==> config.mk <==
export PLATFORM = sky130hd
export DESIGN_NAME = ppp_hdlc_deframer_fcs16_flat
export DESIGN_NICKNAME = d
export VERILOG_FILES = /design/src/sv/pppdf_pkg.sv /design/src/sv/pppdf_in_if.sv /design/src/sv/pppdf_out_if.sv /design/src/sv/ppp_hdlc_deframer_fcs16.sv /design/src/flat_wrapper.sv
export SDC_FILE = /design/constraint.sdc
export NUM_CORES = 1
export LEC_CHECK = 0
export BUFFER_PORTS_ARGS = -buffer_cell sky130_fd_sc_hd__buf_2
export CAP_MARGIN = 30
export CELL_PAD_IN_SITES_DETAIL_PLACEMENT = 1
export CELL_PAD_IN_SITES_GLOBAL_PLACEMENT = 2
export CORE_UTILIZATION = 39
export CTS_CLUSTER_SIZE = 25
export DETAILED_ROUTE_END_ITERATION = 10
export PLACE_DENSITY_LB_ADDON = 0.1
export REMOVE_ABC_BUFFERS = 1
export SLEW_MARGIN = 5
export SYNTH_ARGS = -nofsm -noshare
export SYNTH_HDL_FRONTEND = slang
export SYNTH_SLANG_ARGS = --single-unit
==> constraint.sdc <==
create_clock -name clk -period 3.3 [get_ports clk]
set_input_delay 0.66 -clock clk [delete_from_list [all_inputs] [get_ports clk]]
set_output_delay 0.66 -clock clk [all_outputs]
set_load 0.05 [all_outputs]
==> src/sv/pppdf_pkg.sv <==
package pppdf_pkg;

	typedef enum logic [3:0] {
		PH_HUNT = 4'b0001,
		PH_HDR  = 4'b0010,
		PH_CTRL = 4'b0100,
		PH_BODY = 4'b1000
	} phase_t;

	typedef enum logic [1:0] {
		ST_GOOD     = 2'd0,
		ST_FCS_BAD  = 2'd1,
		ST_SHORT    = 2'd2,
		ST_OVERFLOW = 2'd3
	} status_t;

	localparam logic [7:0]  FLAG_BYTE   = 8'h7E;
	localparam logic [7:0]  ESC_BYTE    = 8'h7D;
	localparam logic [7:0]  ESC_XOR     = 8'h20;
	localparam logic [7:0]  PROTO_BYTE  = 8'h21;
	localparam logic [7:0]  ADDR_BYTE   = 8'hFF;
	localparam logic [7:0]  CTRL_BYTE   = 8'h03;
	localparam logic [15:0] FCS_PRESET  = 16'hFFFF;
	localparam logic [15:0] FCS_AC_INIT = 16'h3DE3;
	localparam logic [15:0] FCS_POLY    = 16'h8408;
	localparam logic [15:0] FCS_RESIDUE = 16'hF0B8;
	localparam logic [9:0]  LEN_SAT     = 10'd1023;

	// Reflected CRC-16 (x^16 + x^12 + x^5 + 1), one octet, LSB first.
	function automatic logic [15:0] fcs16_byte(input logic [15:0] crc, input logic [7:0] b);
		logic [15:0] c;
		c = crc ^ {8'h00, b};
		for (int i = 0; i < 8; i++) begin
			if (c[0]) begin
				c = (c >> 1) ^ FCS_POLY;
			end else begin
				c = c >> 1;
			end
		end
		return c;
	endfunction

endpackage

==> src/sv/pppdf_in_if.sv <==
interface pppdf_in_if;
	logic       valid;
	logic       ready;
	logic [7:0] rx_byte;

	modport source(output valid, output rx_byte, input ready);
	modport sink(input valid, input rx_byte, output ready);
endinterface

==> src/sv/pppdf_out_if.sv <==
interface pppdf_out_if;
	logic       valid;
	logic       ready;
	logic [7:0] data_byte;
	logic       last;
	logic [1:0] frame_status;
	logic [9:0] frame_length;

	modport source(output valid, output data_byte, output last, output frame_status,
		output frame_length, input ready);
	modport sink(input valid, input data_byte, input last, input frame_status,
		input frame_length, output ready);
endinterface

==> src/sv/ppp_hdlc_deframer_fcs16.sv <==
// Channel  Direction  Payload
// rx       in         rx_byte[7:0]: raw octet from the async line
// res      out        data_byte[7:0], last, frame_status[1:0], frame_length[9:0]
//
// One octet per cycle sustained while res is not stalled: a transfer on rx lands in an input
// register; from there it is destuffed, run through the byte-wide FCS and the frame FSM, and
// written into the result register, which drives res; octets that give no result vanish.
// The input stage advances whenever the result register is empty or being taken, so a
// stall on res backs up into rx.ready after one held octet.
// arst_n clears the FSM, escape flag, counters and both valid bits; no clearing pass.
module ppp_hdlc_deframer_fcs16 #(
	parameter int MAX_FRAME = 512
) (
	input  logic               clk,
	input  logic               arst_n,
	pppdf_in_if.sink           rx,
	pppdf_out_if.source        res
);
	import pppdf_pkg::*;

	localparam int CNT_W = $clog2(MAX_FRAME + 1);
	localparam int EXT_W = (CNT_W > 10) ? CNT_W : 10;

	// Input stage.
	logic             valid_s1;
	logic [7:0]       byte_s1;
	logic             advance;

	// Frame state.
	phase_t           phase_q, phase_n;
	logic             esc_q, esc_n;
	logic [15:0]      crc_q, crc_n;
	logic [CNT_W-1:0] cnt_q, cnt_n;
	logic             ovf_q, ovf_n;

	// Result register.
	logic             res_valid_q;
	logic [7:0]       res_data_q;
	logic             res_last_q;
	status_t          res_status_q;
	logic [9:0]       res_len_q;

	logic             r_valid;
	logic [7:0]       r_data;
	logic             r_last;
	status_t          r_status;
	logic [9:0]       r_len;

	logic [7:0]       b;
	logic             is_flag;
	logic             skip;
	logic             st_en;
	logic [15:0]      st_crc;
	logic [CNT_W-1:0] st_cnt;
	logic [EXT_W-1:0] cnt_ext;

	assign advance  = valid_s1 && (!res_valid_q || res.ready);
	assign rx.ready = !valid_s1 || advance;

	assign cnt_ext  = EXT_W'(cnt_q);

	always_comb begin
		phase_n  = phase_q;
		esc_n    = esc_q;
		crc_n    = crc_q;
		cnt_n    = cnt_q;
		ovf_n    = ovf_q;
		r_valid  = 1'b0;
		r_data   = 8'h00;
		r_last   = 1'b0;
		r_status = ST_GOOD;
		r_len    = 10'd0;
		b        = byte_s1;
		is_flag  = 1'b0;
		skip     = 1'b0;
		st_en    = 1'b0;
		st_crc   = crc_q;
		st_cnt   = cnt_q;

		if (esc_q) begin
			esc_n = 1'b0;
			b     = byte_s1 ^ ESC_XOR;
		end else if (byte_s1 == FLAG_BYTE) begin
			is_flag = 1'b1;
		end else if (byte_s1 == ESC_BYTE) begin
			esc_n = 1'b1;
			skip  = 1'b1;
		end

		if (is_flag) begin
			// A closing flag also opens the next frame.
			if (phase_q == PH_BODY && cnt_q != '0) begin
				r_valid = 1'b1;
				r_last  = 1'b1;
				r_len   = (cnt_ext > EXT_W'(LEN_SAT)) ? LEN_SAT : cnt_ext[9:0];
				priority if (ovf_q) begin
					r_status = ST_OVERFLOW;
				end else if (cnt_q < CNT_W'(2)) begin
					r_status = ST_SHORT;
				end else if (crc_q != FCS_RESIDUE) begin
					r_status = ST_FCS_BAD;
				end else begin
					r_status = ST_GOOD;
				end
			end
			phase_n = PH_HDR;
			cnt_n   = '0;
			ovf_n   = 1'b0;
		end else if (!skip) begin
			unique case (phase_q)
				PH_HUNT: begin
				end
				PH_HDR: begin
					if (b == PROTO_BYTE) begin
						phase_n = PH_BODY;
						ovf_n   = 1'b0;
						st_en   = 1'b1;
						st_crc  = FCS_PRESET;
						st_cnt  = '0;
					end else if (b == ADDR_BYTE) begin
						phase_n = PH_CTRL;
					end else begin
						phase_n = PH_HUNT;
					end
				end
				PH_CTRL: begin
					if (b == CTRL_BYTE) begin
						phase_n = PH_BODY;
						crc_n   = FCS_AC_INIT;
						cnt_n   = '0;
						ovf_n   = 1'b0;
					end else begin
						phase_n = PH_HUNT;
					end
				end
				PH_BODY: begin
					st_en = 1'b1;
				end
				default: begin
					phase_n = PH_HUNT;
				end
			endcase
		end

		if (st_en) begin
			if (st_cnt >= CNT_W'(MAX_FRAME)) begin
				ovf_n = 1'b1;
			end else begin
				cnt_n   = st_cnt + CNT_W'(1);
				crc_n   = fcs16_byte(st_crc, b);
				r_valid = 1'b1;
				r_data  = b;
			end
		end
	end

	always_ff @(posedge clk or negedge arst_n) begin
		if (!arst_n) begin
			valid_s1 <= 1'b0;
		end else if (rx.ready) begin
			valid_s1 <= rx.valid;
		end
	end

	always_ff @(posedge clk) begin
		if (rx.valid && rx.ready) begin
			byte_s1 <= rx.rx_byte;
		end
	end

	always_ff @(posedge clk or negedge arst_n) begin
		if (!arst_n) begin
			phase_q <= PH_HUNT;
			esc_q   <= 1'b0;
			crc_q   <= FCS_PRESET;
			cnt_q   <= '0;
			ovf_q   <= 1'b0;
		end else if (advance) begin
			phase_q <= phase_n;
			esc_q   <= esc_n;
			crc_q   <= crc_n;
			cnt_q   <= cnt_n;
			ovf_q   <= ovf_n;
		end
	end

	always_ff @(posedge clk or negedge arst_n) begin
		if (!arst_n) begin
			res_valid_q <= 1'b0;
		end else if (advance) begin
			res_valid_q <= r_valid;
		end else if (res.ready) begin
			res_valid_q <= 1'b0;
		end
	end

	always_ff @(posedge clk) begin
		if (advance && r_valid) begin
			res_data_q   <= r_data;
			res_last_q   <= r_last;
			res_status_q <= r_status;
			res_len_q    <= r_len;
		end
	end

	assign res.valid        = res_valid_q;
	assign res.data_byte    = res_data_q;
	assign res.last         = res_last_q;
	assign res.frame_status = res_status_q;
	assign res.frame_length = res_len_q;

endmodule
==> src/flat_wrapper.sv <==
// flat-port wrapper written by rule: the top's interface ports become plain ports
module ppp_hdlc_deframer_fcs16_flat import pppdf_pkg::*;
#(
	parameter int MAX_FRAME = 512
)
  (clk, arst_n, rx_valid, rx_rx_byte, rx_ready, res_valid, res_data_byte, res_last, res_frame_status, res_frame_length, res_ready);
  pppdf_in_if rx_i ();
  pppdf_out_if res_i ();
  input  logic clk;
  input  logic arst_n;
  input wire logic [$bits(rx_i.valid)-1:0] rx_valid;
  input wire logic [$bits(rx_i.rx_byte)-1:0] rx_rx_byte;
  output wire logic [$bits(rx_i.ready)-1:0] rx_ready;
  output wire logic [$bits(res_i.valid)-1:0] res_valid;
  output wire logic [$bits(res_i.data_byte)-1:0] res_data_byte;
  output wire logic [$bits(res_i.last)-1:0] res_last;
  output wire logic [$bits(res_i.frame_status)-1:0] res_frame_status;
  output wire logic [$bits(res_i.frame_length)-1:0] res_frame_length;
  input wire logic [$bits(res_i.ready)-1:0] res_ready;
  assign rx_i.valid = rx_valid;
  assign rx_i.rx_byte = rx_rx_byte;
  assign rx_ready = rx_i.ready;
  assign res_valid = res_i.valid;
  assign res_data_byte = res_i.data_byte;
  assign res_last = res_i.last;
  assign res_frame_status = res_i.frame_status;
  assign res_frame_length = res_i.frame_length;
  assign res_i.ready = res_ready;
  ppp_hdlc_deframer_fcs16 #(.MAX_FRAME(MAX_FRAME)) u_core (.clk(clk), .arst_n(arst_n), .rx(rx_i), .res(res_i));
endmodule
After elaboration in Yosys (flattened, before gate mapping):

Cells that the tools add are included.

* add/sub/neg operators: 1
* magnitude comparators: 3
* equality and inequality tests: 12
* multiplexer cells: 75
* bitwise logic cells: 11
* reductions and logical operators: 14

Operator list (number)
* $mux W16: 32
* $mux W10: 11
* $not A2 Y3: 8
* $mux W1: 21
* $eq A8 B7 Y1 const B: 2
* $mux W4: 4
* $ne A16 B16 Y1 const B: 1
* $xor A16 B8 Y16: 1
* $pmux W4 S3: 1
* $add A10 B1 Y10 const B: 1
* $ge A10 B10 Y1 const B: 1
* $gt A10 B10 Y1 const B: 1
* $lt A10 B2 Y1 const B: 1
* $reduce_bool A10 Y1: 1
* $eq A8 B2 Y1 const B: 1
* $eq A8 B6 Y1 const B: 1
* $eq A8 B8 Y1 const B: 1
* $mux W6: 1
* $eq A4 B1 Y1 const B: 1
* $eq A4 B2 Y1 const B: 1
* $eq A4 B3 Y1 const B: 1
* $eq A4 B4 Y1 const B: 1
* $logic_and A1 B1 Y1: 4
* $mux W2: 2
* 11 further kinds: 16

* register bits after elaboration: 63
* output and inout bits: 23
* word-level logic and storage cells: 128

Longest topological paths before layout:

* depth after elaboration: 40
* gate-level depth with buffers: 11
* mapped depth without buffers: 10

Least setup slack after synthesis:

OpenSTA, ideal clock, no wires.

* path kind: reg2reg
* start point: register u_core.byte_s1[7]
* end point: register u_core.res_data_q[0] (netlist: u_core.res.data_byte[0]) (enable)
* setup time: 406 ps
* data arrival time: 2570 ps
* path slack: 324 ps
* cell stages (with the launch flop): 6
* path buffers: 0
* period minus slack after synthesis: 2976 ps
* cell sequence: edfxtp_1 or3b_4 nor4_4 o211a_1 inv_1 a21oi_1

* word-level cells in the longest chain between the ends: 10

RTL lines
* start: declaration: line ppp_hdlc_deframer_fcs16.sv:26 `logic [7:0] byte_s1;`
* start signal: assignment: line ppp_hdlc_deframer_fcs16.sv:167 `byte_s1 <= rx.rx_byte;`
* $eq A8 B7 Y1: line ppp_hdlc_deframer_fcs16.sv:85 `end else if (byte_s1 == ESC_BYTE) begin`
* $mux W1: line ppp_hdlc_deframer_fcs16.sv:85
* $mux W1: line ppp_hdlc_deframer_fcs16.sv:83 `end else if (byte_s1 == FLAG_BYTE) begin`
* $mux W1: line ppp_hdlc_deframer_fcs16.sv:80 `if (esc_q) begin`
* $mux W10: line ppp_hdlc_deframer_fcs16.sv:109 `end else if (!skip) begin`
* $mux W10: line ppp_hdlc_deframer_fcs16.sv:90 `if (is_flag) begin`
* $ge A10 B10 Y1: line ppp_hdlc_deframer_fcs16.sv:146 `if (st_cnt >= CNT_W'(MAX_FRAME)) begin`
* $mux W1: line ppp_hdlc_deframer_fcs16.sv:146
* $mux W1 (*): line ppp_hdlc_deframer_fcs16.sv:145 `if (st_en) begin`
* $logic_and A1 B1 Y1 (*): line ppp_hdlc_deframer_fcs16.sv:198 `if (advance && r_valid) begin`
* end signal: assignment: line ppp_hdlc_deframer_fcs16.sv:199 `res_data_q <= r_data;`
* end: declaration: line ppp_hdlc_deframer_fcs16.sv:38 `logic [7:0] res_data_q;`

Every way passes the cells marked *; elsewhere a longest branch is shown, timed or not.
A chain may end at the register's enable or synchronous reset.

Worst setup path after layout:

* start point: register u_core.byte_s1[3]
* end point: register u_core.res_len_q[3] (netlist: u_core.res.frame_length[3]) (enable)

* word-level cells in the longest chain between the ends: 10

RTL lines
* $mux W6 / $eq A8 B7 Y1 (equally long branches): line ppp_hdlc_deframer_fcs16.sv:80, ppp_hdlc_deframer_fcs16.sv:85
* $eq A8 B6 Y1 / $mux W1 (equally long branches): line ppp_hdlc_deframer_fcs16.sv:114, ppp_hdlc_deframer_fcs16.sv:85
* $mux W10 / $mux W1 (equally long branches): line ppp_hdlc_deframer_fcs16.sv:114, ppp_hdlc_deframer_fcs16.sv:83
* $mux W10 / $mux W1 (equally long branches): line ppp_hdlc_deframer_fcs16.sv:110, ppp_hdlc_deframer_fcs16.sv:80
* $mux W10: line ppp_hdlc_deframer_fcs16.sv:109
* $mux W10: line ppp_hdlc_deframer_fcs16.sv:90
* $ge A10 B10 Y1: line ppp_hdlc_deframer_fcs16.sv:146
* $mux W1: line ppp_hdlc_deframer_fcs16.sv:146
* $mux W1 (*): line ppp_hdlc_deframer_fcs16.sv:145
* $logic_and A1 B1 Y1 (*): line ppp_hdlc_deframer_fcs16.sv:198
* end signal: assignment: line ppp_hdlc_deframer_fcs16.sv:202 `res_len_q <= r_len;`
* end: declaration: line ppp_hdlc_deframer_fcs16.sv:41 `logic [9:0] res_len_q;`

Marked as above.

==> impl_metrics.tcl <==
set metrics [dict create \
    synth-edff-count 29 \
    netSwitchingFraction_pct 23.8 \
    stdcell_count 443 \
    path_class "flop to flop" \
    h-tree-depth 3 \
    synth_area_leaders "edfxtp_1 26%, dfstp_2 13%, dfrtp_1 13%, xnor2_1 4.9%, xor2_1 4.9%" \
    hpwl_microns 5960 \
    r2r_cells 7 \
    post_cts_buffers 0 \
    holdWs_ns 0.411 \
    synth_xor_area_share_pct 9.89 \
    clock_path_buffers 2 \
    max_freq_mhz 355 \
    clock-sinks 63 \
    grt_pass1_vias 2400 \
    power_density_nw_per_um2 435 \
    dieArea_sq_um 9000 \
    area_growth_syn_to_layout_pct 14.6 \
    wl_per_cell_microns 18.4 \
    cts_buffers 9 \
    slew-limit-headroom_pct 44.6 \
    diodes 0 \
    synth_top_family_by_area "simple AND/OR/NAND/NOR gates" \
    post-route-period-util_pct 85.4 \
    combPwrFrac_pct 7.1 \
    portBuffers 34 \
    core-area_sq_um 8300 \
    yosysSeqAreaShare_pct 51.8 \
    die_w_microns 94.9 \
    track_usage_pct 20.1 \
    p_sw_uw 400 \
    initial_core_util_pct 40.5 \
    grt_first_pass_wirelength_microns 13200 \
    cts_tree "built" \
    synth_ff_type "edfxtp_1" \
    drt-initial-drc-count 63 \
    drive_gt1_share_pct 29.9 \
    critPathMaxFanout 16 \
    p_seq_share_pct 51.9 \
    drc_errors 0 \
    period_minus_slack_ns 2.82 \
    synth_mux_area_share_pct 0 \
    cts-root-buf "clkbuf_8" \
    status "completed" \
    cp.required_ns 3.36 \
    utilization_pct 46.5 \
    postCtsHoldBufs 0 \
    p_int_uw 1280 \
    r2r-end "u_core.res.frame_length[3]" \
    cp_data_arrival_time_ns 2.87 \
    dr.pass1.iters 5 \
    worstSkewPairLatency_ns 0.35 \
    grt_overflow 0 \
    cap_violations 0 \
    row_count 33 \
    max_slew.worst_pin.slew_ns 0.831 \
    synthAdderAreaFrac_pct 0.372 \
    syn_inst 294 \
    peakVddDrop_uv 220 \
    cts_resized 0 \
    final_antenna_net_count 0 \
    synth-simple-area-share_pct 20.4 \
    netlist.area_leader.share_pct 25.9 \
    final_max_slew_viol_count 0 \
    avgSynthCellArea_sq_um 11.4 \
    fillers 919 \
    reg2reg_from "u_core.byte_s1[3]" \
    nets 346 \
    synth-compound-area-share_pct 14.9 \
    yosys_warnings 0 \
    p_leak_uw 0.00159 \
    die_h_microns 94.9 \
    gp_congestion 0.768 \
    antenna_found_initial 0 \
    power_uw 1680 \
    vias_per_cell 5.41 \
    start_kind "flop" \
    wirelength_microns 8150 \
    synth.distinct_cells 64 \
    rsz0062_at_grt "no" \
    hp-class "input port to asynchronous set/reset pin" \
    tns_ns 0 \
    power_frac_clock_pct 41.0 \
    placedCellCount 427 \
    syn_area_sq_um 3360 \
    num_vias 2396 \
    cts.clk_slew.worst_paths_ns 0.07 \
    crit_path_end_kind "flop" \
    finalSetupViolations 0 \
    hold_viol 0 \
    reg2reg_slack_ns 0.48 \
    ios 35 \
    ys_ff_latch 63 \
    async_flop_share_pct 54.0 \
    grt_max_degree 35 \
    yosysTopAreaCell "edfxtp_1" \
    clock-skew-final_ns 0.0104 \
]
## routing by layer
layer | routed length, microns | vias to the layer above | global-route usage (%)
li1 | - | 1131 | -
met1 | 3860 | 1205 | 26.7
met2 | 3920 | 48 | 33.0
met3 | 240 | 12 | 3.14
met4 | 127 | 0 | 7.32
met5 | 0 | - | 0
## logic make-up (layout without fill, tap and decap cells)
| family | Yosys count | count (layout) |
|---|---|---|
| flip-flops | 63 | 63 |
| adder cells (fa/ha/maj) | 1 | 1 |
| buffers and inverters | 18 | 62 |
| AO/OA/AOI/OAI | 59 | 59 |
| AND/OR/NAND/NOR | 115 | 115 |
| XOR/XNOR | 38 | 38 |
## flip-flops by register name, summed over array words and instances (netlist names)
name / cells
u_core.valid_s1: 1
u_core.res.frame_status: 2
u_core.cnt_ext: 10
u_core.ovf_q: 1
u_core.byte_s1: 8
u_core.res.data_byte: 8
u_core.phase_q: 4
u_core.res.frame_length: 10
u_core.esc_q: 1
u_core.res.last: 1
u_core.crc_q: 16
u_core.res.valid: 1
## placed cells by master (no fill, tap or decap), types with 2 or more instances in the layout
master and instances:
and2_1 18, nand2_1 39, a31oi_1 2, clkbuf_8 11, nor2_1 14, a22o_1 2
xor2_1 19, a21o_1 2, and3_1 4, nand4_1 3, nor3_2 2, nor4b_1 3
buf_2 34, buf_4 3, nor3_1 2, clkinv_2 3, o31ai_1 4, xnor2_1 19
nand3_1 6, dfstp_2 17, nand2b_1 5, nor2_2 2, o21ai_0 5, inv_1 8
o21ai_1 13, a21oi_1 5, o21ai_2 2, a2bb2oi_2 8, dfrtp_1 17, edfxtp_1 29
## power groups by stage
stage	Sequential (uW)	Combinational (uW)	Clock [uW]
final	871	120	688
after global routing	874	134	734
after CTS	871	122	702
after detailed placement	886	120	0
after global placement	885	122	0
after floorplan	879	86.9	0
## stage by stage
stage / worst slack, ns / cell area (sq um)
5_1_grt: 0.301 / 3860
2_1_floorplan: 0.189 / 3310
6_report: 0.483 / 3860
4_1_cts: 0.463 / 3860
3_3_place_gp: 0.630 / 3660
3_5_place_dp: 0.480 / 3660
## how the worst max path moves through the flow
stage | start | end | slack [ns] | depth (start not counted)
after detailed placement | u_core.byte_s1[2] | u_core.res.frame_length[4] | 0.48 | 7
after global placement | u_core.byte_s1[2] | u_core.res.frame_length[5] | 0.63 | 7
after global routing | u_core.byte_s1[2] | u_core.res.frame_length[3] | 0.30 | 7
after floorplan | u_core.byte_s1[2] | u_core.res.data_byte[0] | 0.19 | 5
final | u_core.byte_s1[3] | u_core.res.frame_length[3] | 0.48 | 7
after CTS | u_core.byte_s1[2] | u_core.res.frame_length[0] | 0.46 | 7
## synth_stat cells (2+ instances only)
library cell and number:
o31ai_1 4, nor3_1 2, buf_2 3, nor2_1 14, nand2b_1 5, o21ai_1 13
o21ai_0 5, a31oi_1 2, nand2_1 39, nor4b_1 3, inv_1 8, a21o_1 2
xnor2_1 19, xor2_1 19, edfxtp_1 29, o21ai_2 2, nand3_1 6, dfrtp_1 17
and3_1 4, nor2_2 2, and2_1 18, a22o_1 2, nor3_2 2, a21oi_1 6
buf_4 2, a2bb2oi_2 8, dfstp_2 17, clkbuf_1 3, nand4_1 3
## worst max-delay path, stage by stage (launching register included)
cell and delay [ns]:
edfxtp_1 0.51, nand4_1 0.36, nor4_4 0.30, buf_4 0.21, o211a_1 0.33, inv_1 0.15, a21oi_2 0.45, buf_12 0.21
## final cells by class
class	instances	area [sq um]	area share, %
clock inverter	4	45.0	1.17
clock buffer	12	155	4.02
timing repair buffer	38	213	5.52
inverter	8	30.0	0.779
tap	105	131	3.41
multi-input combinational	213	1540	39.9
sequential	63	1740	45.2
No activity file was read; power rests on OpenSTA's default activity.
